[src/rtpm_pkg.sv]
// ----------------------------------------------------------------------------
// rtpm_pkg: shared types and constants for the route table
// Word layouts, table geometry, kind and status codes, and small helpers.
// ----------------------------------------------------------------------------
`default_nettype none

package rtpm_pkg;

  localparam int TABLE_DEPTH   = 64;
  localparam int IDX_W         = (TABLE_DEPTH > 1) ? $clog2(TABLE_DEPTH) : 1;
  localparam int COUNT_W       = $clog2(TABLE_DEPTH + 1);

  localparam int KIND_W        = 2;
  localparam int IP_W          = 32;
  localparam int MAC_W         = 48;
  localparam int PLEN_W        = 6;
  localparam int STATUS_W      = 2;
  localparam int ENTRY_INDEX_W = 6;

  localparam logic [KIND_W-1:0] KIND_UPDATE  = 2'd0;
  localparam logic [KIND_W-1:0] KIND_RESOLVE = 2'd1;
  localparam logic [KIND_W-1:0] KIND_FIND    = 2'd2;
  localparam logic [KIND_W-1:0] KIND_UNUSED  = 2'd3;

  localparam logic [STATUS_W-1:0] STAT_OK   = 2'd0;
  localparam logic [STATUS_W-1:0] STAT_MISS = 2'd1;
  localparam logic [STATUS_W-1:0] STAT_FULL = 2'd2;

  localparam logic [MAC_W-1:0] MAC_BCAST = {MAC_W{1'b1}};

  typedef struct packed {
    logic [KIND_W-1:0] kind;
    logic [IP_W-1:0]   ip_addr;
    logic [IP_W-1:0]   prefix_mask;
    logic [MAC_W-1:0]  station_mac;
    logic [MAC_W-1:0]  next_hop_mac_in;
    logic              broadcast;
  } in_item_t;

  typedef struct packed {
    logic [STATUS_W-1:0]      status;
    logic [ENTRY_INDEX_W-1:0] entry_index;
    logic [MAC_W-1:0]         next_hop_mac;
  } out_item_t;

  typedef struct packed {
    logic [IP_W-1:0]   addr;
    logic [IP_W-1:0]   mask;
    logic [PLEN_W-1:0] plen;
    logic [MAC_W-1:0]  station_mac;
    logic [MAC_W-1:0]  next_hop;
  } route_entry_t;

  typedef struct packed {
    logic             rd_en;
    logic [IDX_W-1:0] rd_addr;
    logic             wr_en;
    logic [IDX_W-1:0] wr_addr;
    route_entry_t     wr_data;
  } mem_req_t;

  typedef enum logic [1:0] {
    CS_IDLE,
    CS_SCAN,
    CS_RESP
  } ctrl_state_t;

  // Population count as a balanced adder tree.
  function automatic logic [PLEN_W-1:0] mask_popcount(input logic [IP_W-1:0] m);
    logic [1:0] l1 [16];
    logic [2:0] l2 [8];
    logic [3:0] l3 [4];
    logic [4:0] l4 [2];
    for (int i = 0; i < 16; i++) begin
      l1[i] = {1'b0, m[2*i]} + {1'b0, m[2*i+1]};
    end
    for (int i = 0; i < 8; i++) begin
      l2[i] = {1'b0, l1[2*i]} + {1'b0, l1[2*i+1]};
    end
    for (int i = 0; i < 4; i++) begin
      l3[i] = {1'b0, l2[2*i]} + {1'b0, l2[2*i+1]};
    end
    for (int i = 0; i < 2; i++) begin
      l4[i] = {1'b0, l3[2*i]} + {1'b0, l3[2*i+1]};
    end
    return {1'b0, l4[0]} + {1'b0, l4[1]};
  endfunction

  // Table index as it appears in the result word.
  function automatic logic [ENTRY_INDEX_W-1:0] idx_field(input logic [IDX_W-1:0] idx);
    logic [31:0] w;
    w = 32'(idx);
    return w[ENTRY_INDEX_W-1:0];
  endfunction

endpackage

`default_nettype wire

[src/rtpm_ctrl.sv]
// ----------------------------------------------------------------------------
// rtpm_ctrl: scan sequencer for the route table
// Streams the valid entries out of the table memory one a cycle and runs the
// exact match, longest-prefix match or station search on each as it arrives.
// ----------------------------------------------------------------------------
`default_nettype none

module rtpm_ctrl
  import rtpm_pkg::*;
(
  input  wire logic         clk,
  input  wire logic         rst_n,
  input  wire logic         in_valid,
  output logic              in_stall,
  input  wire in_item_t     in_data,
  output mem_req_t          mem_req,
  input  wire route_entry_t rd_data,
  output logic              res_valid,
  output out_item_t         res,
  input  wire logic         res_take
);

  ctrl_state_t          state_r, state_nxt;
  logic [COUNT_W-1:0]   count_r, count_nxt;
  logic [COUNT_W-1:0]   issue_idx_r, issue_idx_nxt;
  logic                 rd_pend_r, rd_pend_nxt;
  logic [IDX_W-1:0]     cmp_idx_r, cmp_idx_nxt;
  logic                 found_r, found_nxt;
  logic [IDX_W-1:0]     best_idx_r, best_idx_nxt;
  logic [PLEN_W-1:0]    best_len_r, best_len_nxt;
  logic [MAC_W-1:0]     best_nh_r, best_nh_nxt;
  in_item_t             item_r, item_nxt;
  logic [PLEN_W-1:0]    plen_r, plen_nxt;
  out_item_t            res_r, res_nxt;

  logic hit;
  logic lpm;
  logic issue_done;

  assign res = res_r;

  always_comb begin
    state_nxt     = state_r;
    count_nxt     = count_r;
    issue_idx_nxt = issue_idx_r;
    rd_pend_nxt   = rd_pend_r;
    cmp_idx_nxt   = cmp_idx_r;
    found_nxt     = found_r;
    best_idx_nxt  = best_idx_r;
    best_len_nxt  = best_len_r;
    best_nh_nxt   = best_nh_r;
    item_nxt      = item_r;
    plen_nxt      = plen_r;
    res_nxt       = res_r;
    mem_req       = '0;
    in_stall      = (state_r != CS_IDLE);
    res_valid     = (state_r == CS_RESP);
    issue_done    = (issue_idx_r == count_r);

    hit = 1'b0;
    if (rd_pend_r) begin
      if (item_r.kind == KIND_UPDATE) begin
        hit = (rd_data.addr == item_r.ip_addr) && (rd_data.mask == item_r.prefix_mask);
      end else if (item_r.kind == KIND_FIND) begin
        hit = (rd_data.station_mac == item_r.station_mac);
      end
    end
    lpm = rd_pend_r && (item_r.kind == KIND_RESOLVE) &&
          (((rd_data.addr ^ item_r.ip_addr) & rd_data.mask) == '0);

    unique case (state_r)
      CS_IDLE: begin
        if (in_valid) begin
          item_nxt      = in_data;
          plen_nxt      = mask_popcount(in_data.prefix_mask);
          issue_idx_nxt = '0;
          rd_pend_nxt   = 1'b0;
          found_nxt     = 1'b0;
          best_idx_nxt  = '0;
          best_len_nxt  = '0;
          best_nh_nxt   = '0;
          res_nxt       = '0;
          if (in_data.kind == KIND_RESOLVE && in_data.broadcast) begin
            res_nxt.status       = STAT_OK;
            res_nxt.next_hop_mac = MAC_BCAST;
            state_nxt            = CS_RESP;
          end else if (in_data.kind == KIND_UNUSED) begin
            res_nxt.status = STAT_MISS;
            state_nxt      = CS_RESP;
          end else begin
            state_nxt = CS_SCAN;
          end
        end
      end

      CS_SCAN: begin
        // Keep one read in flight; the word read last cycle is judged now.
        if (!issue_done) begin
          mem_req.rd_en   = 1'b1;
          mem_req.rd_addr = issue_idx_r[IDX_W-1:0];
          issue_idx_nxt   = issue_idx_r + 1'b1;
          rd_pend_nxt     = 1'b1;
          cmp_idx_nxt     = issue_idx_r[IDX_W-1:0];
        end else begin
          rd_pend_nxt = 1'b0;
        end

        // Ties keep the earlier route: only a strictly longer prefix replaces it.
        if (lpm && (!found_r || best_len_r < rd_data.plen)) begin
          found_nxt    = 1'b1;
          best_idx_nxt = cmp_idx_r;
          best_len_nxt = rd_data.plen;
          best_nh_nxt  = rd_data.next_hop;
        end

        priority if (hit) begin
          if (item_r.kind == KIND_UPDATE) begin
            mem_req.wr_en                = 1'b1;
            mem_req.wr_addr              = cmp_idx_r;
            mem_req.wr_data              = rd_data;
            mem_req.wr_data.station_mac  = item_r.station_mac;
            mem_req.wr_data.next_hop     = item_r.next_hop_mac_in;
          end
          res_nxt.status       = STAT_OK;
          res_nxt.entry_index  = idx_field(cmp_idx_r);
          res_nxt.next_hop_mac = '0;
          state_nxt            = CS_RESP;
        end else if (issue_done && !rd_pend_r) begin
          res_nxt = '0;
          if (item_r.kind == KIND_UPDATE) begin
            if (count_r == COUNT_W'(TABLE_DEPTH)) begin
              res_nxt.status = STAT_FULL;
            end else begin
              mem_req.wr_en                = 1'b1;
              mem_req.wr_addr              = count_r[IDX_W-1:0];
              mem_req.wr_data.addr         = item_r.ip_addr;
              mem_req.wr_data.mask         = item_r.prefix_mask;
              mem_req.wr_data.plen         = plen_r;
              mem_req.wr_data.station_mac  = item_r.station_mac;
              mem_req.wr_data.next_hop     = item_r.next_hop_mac_in;
              count_nxt                    = count_r + 1'b1;
              res_nxt.status               = STAT_OK;
              res_nxt.entry_index          = idx_field(count_r[IDX_W-1:0]);
            end
          end else if (item_r.kind == KIND_RESOLVE && found_r) begin
            res_nxt.status       = STAT_OK;
            res_nxt.entry_index  = idx_field(best_idx_r);
            res_nxt.next_hop_mac = best_nh_r;
          end else begin
            res_nxt.status = STAT_MISS;
          end
          state_nxt = CS_RESP;
        end else begin
          state_nxt = CS_SCAN;
        end
      end

      CS_RESP: begin
        if (res_take) begin
          state_nxt = CS_IDLE;
        end
      end

      default: begin
        state_nxt = CS_IDLE;
      end
    endcase
  end

  always_ff @(posedge clk) begin
    if (!rst_n) begin
      state_r   <= CS_IDLE;
      count_r   <= '0;
      rd_pend_r <= 1'b0;
    end else begin
      state_r   <= state_nxt;
      count_r   <= count_nxt;
      rd_pend_r <= rd_pend_nxt;
    end
  end

  always_ff @(posedge clk) begin
    issue_idx_r <= issue_idx_nxt;
    cmp_idx_r   <= cmp_idx_nxt;
    found_r     <= found_nxt;
    best_idx_r  <= best_idx_nxt;
    best_len_r  <= best_len_nxt;
    best_nh_r   <= best_nh_nxt;
    item_r      <= item_nxt;
    plen_r      <= plen_nxt;
    res_r       <= res_nxt;
  end

  a_count_bound: assert property (@(posedge clk) disable iff (!rst_n)
    count_r <= COUNT_W'(TABLE_DEPTH))
    else $error("route count exceeds table depth");

  a_count_step: assert property (@(posedge clk) disable iff (!rst_n)
    ($past(rst_n) && count_r != $past(count_r)) |->
      (count_r == $past(count_r) + 1'b1 && $past(state_r) == CS_SCAN))
    else $error("route count moved other than by one append");

  a_write_in_scan: assert property (@(posedge clk) disable iff (!rst_n)
    mem_req.wr_en |-> (state_r == CS_SCAN && !(in_valid && !in_stall)))
    else $error("table written outside a scan");

  a_pend_follows_read: assert property (@(posedge clk) disable iff (!rst_n)
    (state_r == CS_SCAN && mem_req.rd_en) |=> rd_pend_r)
    else $error("issued read not tracked");

  a_resp_status: assert property (@(posedge clk) disable iff (!rst_n)
    res_valid |-> (res_r.status == STAT_OK || res_r.status == STAT_MISS ||
                   res_r.status == STAT_FULL))
    else $error("result carries an undefined status");

endmodule

`default_nettype wire

[config.mk]
export PLATFORM = sky130hd
export DESIGN_NAME = rtpm_ctrl
export DESIGN_NICKNAME = d
export VERILOG_FILES = /design/src/rtpm_pkg.sv /design/src/rtpm_ctrl.sv
export SDC_FILE = /design/constraint.sdc
export NUM_CORES = 1
export LEC_CHECK = 0
export BUFFER_PORTS_ARGS = -buffer_cell sky130_fd_sc_hd__buf_2
export CORE_AREA = 3 3 221 223
export CTS_CLUSTER_SIZE = 24
export DETAILED_ROUTE_END_ITERATION = 7
export DIE_AREA = 0 0 224 226
export PLACE_DENSITY = 0.52
export SLEW_MARGIN = 20
export SYNTH_ARGS = -nofsm -noshare
export SYNTH_HDL_FRONTEND = slang
export SYNTH_SLANG_ARGS = --single-unit
[constraint.sdc]
create_clock -name clk -period 10.91 [get_ports clk]
set_clock_uncertainty 0.2 [all_clocks]
set_input_delay 0.5455 -clock clk [delete_from_list [all_inputs] [get_ports clk]]
set_output_delay 0.5455 -clock clk [all_outputs]
set_load 0.05 [all_outputs]
# ---- Word-level counts from Yosys, hierarchy flattened
# Index checks and enable logic that the tools add are counted.
# W data, S select, Z words.
dict set report op_classes {
  add_sub_neg 33
  multipliers 0
  div_mod_pow 0
  n_lt_le_gt_ge 1
  n_eq_ne 16
  shifts 0
  muxes 46
  bitwise 5
  n_reduce_logical 23
}
# operator count
set op_table {}
lappend op_table {{$mux W173} 5}
lappend op_table {{$mux W48} 4}
lappend op_table {{$mux W180} 1}
lappend op_table {{$mux W56} 3}
lappend op_table {{$pmux W56 S2} 1}
lappend op_table {{$pmux W48 S2} 1}
lappend op_table {{$eq A32 B32 Y1} 2}
lappend op_table {{$mux W54} 1}
lappend op_table {{$eq A48 B48 Y1} 1}
lappend op_table {{$add A1 B1 Y2} 16}
lappend op_table {{$and A32 B32 Y32} 1}
lappend op_table {{$logic_not A32 Y1} 1}
lappend op_table {{$xor A32 B32 Y32} 1}
lappend op_table {{$add A2 B2 Y3} 8}
lappend op_table {{$mux W6} 4}
lappend op_table {{$pmux W6 S2} 2}
lappend op_table {{$mux W7} 3}
lappend op_table {{$add A3 B3 Y4} 4}
lappend op_table {{$add A7 B1 Y7 const B} 2}
lappend op_table {{$mux W2} 7}
lappend op_table {{$pmux W7 S2} 1}
lappend op_table {{$add A4 B4 Y5} 2}
lappend op_table {{$mux W1} 9}
lappend op_table {{$reduce_and A3 Y1} 3}
lappend op_table {{20 further kinds} 41}
dict set report word_totals {
  reg_bits 308
  latchBits 0
  ram_bits 0
  rom_bits 0
  input_bits 333
  out_inout_bits 238
  word_cells 142
  mem_count 0
}

# ---- Depth between registers and ports, before layout
dict set report logic_depth {
  ltp_word 7
  ltp_mapped 15
  ltp_nobuf 15
}

# ---- Least setup slack after synthesis
# No wires, ideal clock.
dict set report synth_timing {
  path_type {in2reg}
  from {in in_data[120] (netlist bit)}
  to {reg plen_r[4] (data pin)}
  setup_ps 258
  arrival_time_ps 4612
  required_ps 10452
  slack_ps 5841
  cell_stages 15
  path_buffers 0
  path_cell_list {inv_1 -> fa_1 -> fa_1 -> inv_1 -> fa_1 -> inv_1 -> fa_1 -> fa_1 -> fa_1 -> inv_1 -> ha_1 -> fa_1 -> a21o_1 -> a21oi_1 -> xnor2_1}
}
dict set report synth_via {
  elab_chain_cells 5
}
# item line
set synth_lines {}
lappend synth_lines {{start: declaration} rtpm_ctrl.sv:15} ;# input wire in_item_t in_data,
lappend synth_lines {{$add A1 B1 Y2} rtpm_pkg.sv:75} ;# l1[i] = {1'b0, m[2*i]} + {1'b0, m[2*i+1]};
lappend synth_lines {{$add A2 B2 Y3} rtpm_pkg.sv:78} ;# l2[i] = {1'b0, l1[2*i]} + {1'b0, l1[2*i+1]};
lappend synth_lines {{$add A3 B3 Y4} rtpm_pkg.sv:81} ;# l3[i] = {1'b0, l2[2*i]} + {1'b0, l2[2*i+1]};
lappend synth_lines {{$add A4 B4 Y5} rtpm_pkg.sv:84} ;# l4[i] = {1'b0, l3[2*i]} + {1'b0, l3[2*i+1]};
lappend synth_lines {{$add A5 B5 Y6} rtpm_pkg.sv:86} ;# return {1'b0, l4[0]} + {1'b0, l4[1]};
lappend synth_lines {{end signal: assignment} rtpm_ctrl.sv:190} ;# plen_r <= plen_nxt;
lappend synth_lines {{end: declaration} rtpm_ctrl.sv:33} ;# logic [PLEN_W-1:0] plen_r, plen_nxt;
# Every way passes these cells.
# A chain may end at the register's enable or synchronous reset.

# ---- Worst setup path after layout
dict set report layout_timing {
  from {in in_data[114] (netlist bit)}
  to {reg plen_r[4] (data pin)}
}
# The elaborated chain is that of the path after synthesis.

==> qor.csv <==
metric;value;unit
drtPass1Iterations;5;
synthArstFlopShare;0;%
path_cells;dlygate4sd3_1, buf_2, fa_1, inv_1, fa_1, inv_1, fa_1, inv_1, fa_1, fa_1, fa_1, inv_1, ha_1, fa_1, a21o_1, a21oi_1, xnor2_1;
drcViolationCount;0;
slowest_delay;570;ps
register_area;9150;um2
cts_tree;yes;
syn_nets;1469;
drive_above_1_share;34.9;%
ioPinCount;571;
synth_warnings;0;
cts-buffers-inserted;38;
n_fill_cell;4385;
yosysMostFrequentCell;edfxtp_1;
vias_per_cell;4.80;
cts_hold_buf;154;
netlist_top_cells_count;edfxtp_1, and2_1, xor2_1;
cts-resized-gates;0;
drt_iter0_markers;846;
synth.avg_cell_area;13.5;um2
start_util;31.7;%
placed_area;18300;um2
yosysSeqAreaShare;61.7;%
synth.area.top_cells;edfxtp_1, and2_1, xor2_1, a22o_1, fa_1;
critical_path.max_fanout;2;
worstSetupStartpointType;input pin;
synth_edf_count;298;
grtUsageTotal;20.9;%
place_ws;5510;ps
vias;11800;
critPathKind;input pin to flip-flop;
finalSetupViolCount;0;
worstMarginPinSlew;1060;ps
grt_max_degree;108;
ys_seq_elements;308;
path_delay_family;adder cells;
layout.cells.non_filler;2455;
clock_tree.root_cell;clkbuf_16;
crit_top_cell;fa_1;
gp_congestion;0.881;
dp.cells;2233;
crit_required;11000;ps
cts_num_sinks;308;
io_buffers;570;
crit_slowest_cell;fa_1;
die_h;226;um
peakVddDrop;0.000156;V
die-area;50600;um2
nNetsFinal;2192;
clock_latency;560;ps
syn2layout_area_growth;41.7;%
fin_crit_sh;49.8;%
fin_crit;5440;ps
status;complete, no violations;
routedWlPerCell;22.1;um
fmax;184;MHz
synth_area_leader_cell;edfxtp_1;
postCtsSetupBuffers;0;
grt_remaining_overflow;0;
worstPathArrival;5530;ps
clockBufferDepth;3;
antenna_found_initial;9;
grt_pass1_wl;79400;um
worst_hold_path_type;input pin to flip-flop;
syn-cell-area;14800;um2
path_clk_slew;60;ps
grt_pass1_vias;12600;
finalWirelength;54300;um
core_area;46800;um2
hold_viol;0;
power_density;165;nW/um2
cellLeakagePower;9.47;nW
cts_max_level;2;
setup_slack;5470;ps
final_area;21000;um2
hpwl;40800;um
relSlewSlack;29.5;%
maxSlewViolCount;0;
ys_types;51;
cp-end-kind;flip-flop;
maxCapViolCount;0;
crit_buf_inv;6;
multi_input_comb_area;5250;um2
synth_top_area_share;60.3;%
num_rows;79;
synthCells;1097;
grt_setup_unrepaired;no;
ant_nets;0;
fin_tns_setup;0;ps
die_x;224;um
synth_ff_type;edfxtp_1;
-- layout by cell type, fill, tap and decap left out, types with 3 or more instances in the layout --
| cell type | count |
|---|---|
| nor2_1 | 28 |
| dlygate4sd3_1 | 154 |
| nor4_1 | 26 |
| nand4_1 | 17 |
| inv_1 | 53 |
| clkbuf_1 | 8 |
| nand2_1 | 15 |
| clkinv_1 | 8 |
| inv_6 | 3 |
| xor2_1 | 89 |
| and2_1 | 158 |
| nand3_1 | 19 |
| and3_1 | 10 |
| nor4b_1 | 4 |
| a21oi_1 | 12 |
| ha_1 | 15 |
| edfxtp_1 | 298 |
| nor3_1 | 4 |
| buf_2 | 570 |
| or4_1 | 3 |
| buf_4 | 11 |
| clkbuf_16 | 39 |
| xnor2_1 | 34 |
| nand2b_1 | 5 |
| a22o_1 | 74 |
| a2111oi_0 | 5 |
| o21ai_0 | 19 |
| clkinv_2 | 5 |
| dfxtp_1 | 10 |
| a21o_1 | 51 |
| fa_1 | 24 |
| a22oi_1 | 17 |
| nor2b_1 | 23 |
-- per-layer routing --
metal | share of wire [%] | vias up | global-route usage, % | routed length [um]
li1 | - | 5456 | - | -
met1 | 40 | 5713 | 25.3 | 21600
met2 | 51 | 516 | 37.5 | 27500
met3 | 6.8 | 83 | 4.65 | 3710
met4 | 2.6 | 10 | 6.05 | 1390
met5 | 0.094 | - | 0 | 51
-- worst paths after layout --
| check | from | endpoint | slack [ps] | cells past startpoint |
|---|---|---|---|---|
| max | in_data[114] | plen_r[4] | 5470 | 17 |
| min | in_data[113] | item_r[113] | 40 | 1 |
| max reg2reg | item_r[118] | res[34] | 6720 | 8 |
| min reg2reg | best_nh_r[38] | res[38] | 300 | 1 |
-- area by class of cell --
cell class	count	area share (%)
inverter	55	1.01
antenna	2	0.0238
clock buffer	47	4.79
sequential	308	43.5
clock inverter	19	0.762
timing repair buffer	735	21.3
multi-input combinational	682	25.0
tap	607	3.61
-- state kept, by name, indices dropped and copies added (netlist names) --
| signal | flops |
|---|---|
| best_idx_r | 6 |
| best_len_r | 6 |
| best_nh_r | 48 |
| cmp_idx_r | 6 |
| count_r | 7 |
| found_r | 1 |
| issue_idx_r | 7 |
| item_r | 162 |
| plen_r | 6 |
| rd_pend_r | 1 |
| res | 56 |
| state_r | 2 |
-- cells by family (layout without fill, tap and decap cells) --
| family | count (synthesis) | in the layout | synth area share [%] |
|---|---|---|---|
| fa+ha+maj | 39 | 39 | 4.51 |
| xor+xnor | 123 | 123 | 7.26 |
| compound gates | 192 | 192 | 10.0 |
| other cells | 0 | 2 | 0 |
| simple gates | 327 | 327 | 13.3 |
| flops | 308 | 308 | 61.7 |
| buf+inv | 107 | 856 | 3.10 |
| mux | 1 | 1 | 0.0675 |
-- power by group --
group	internal [mW]	leakage (nW)	switching, mW
Clock	0.704	0.569	0.508
Combinational	0.296	5.91	0.437
Sequential	1.47	2.99	0.0576
Total	2.47	9.47	1.00
-- stage by stage --
step / total power, mW / util [%] / hold WS (ps)
floorplan: 2.01 / - / 276
global placement: 2.23 / 39.1 / 299
detailed placement: 2.25 / 39.1 / 302
CTS: 3.52 / 44.9 / 1.17
global route: 3.65 / 44.9 / 8.54
finish: 3.47 / 44.9 / 37.0
(Power assumes the default switching activity.)
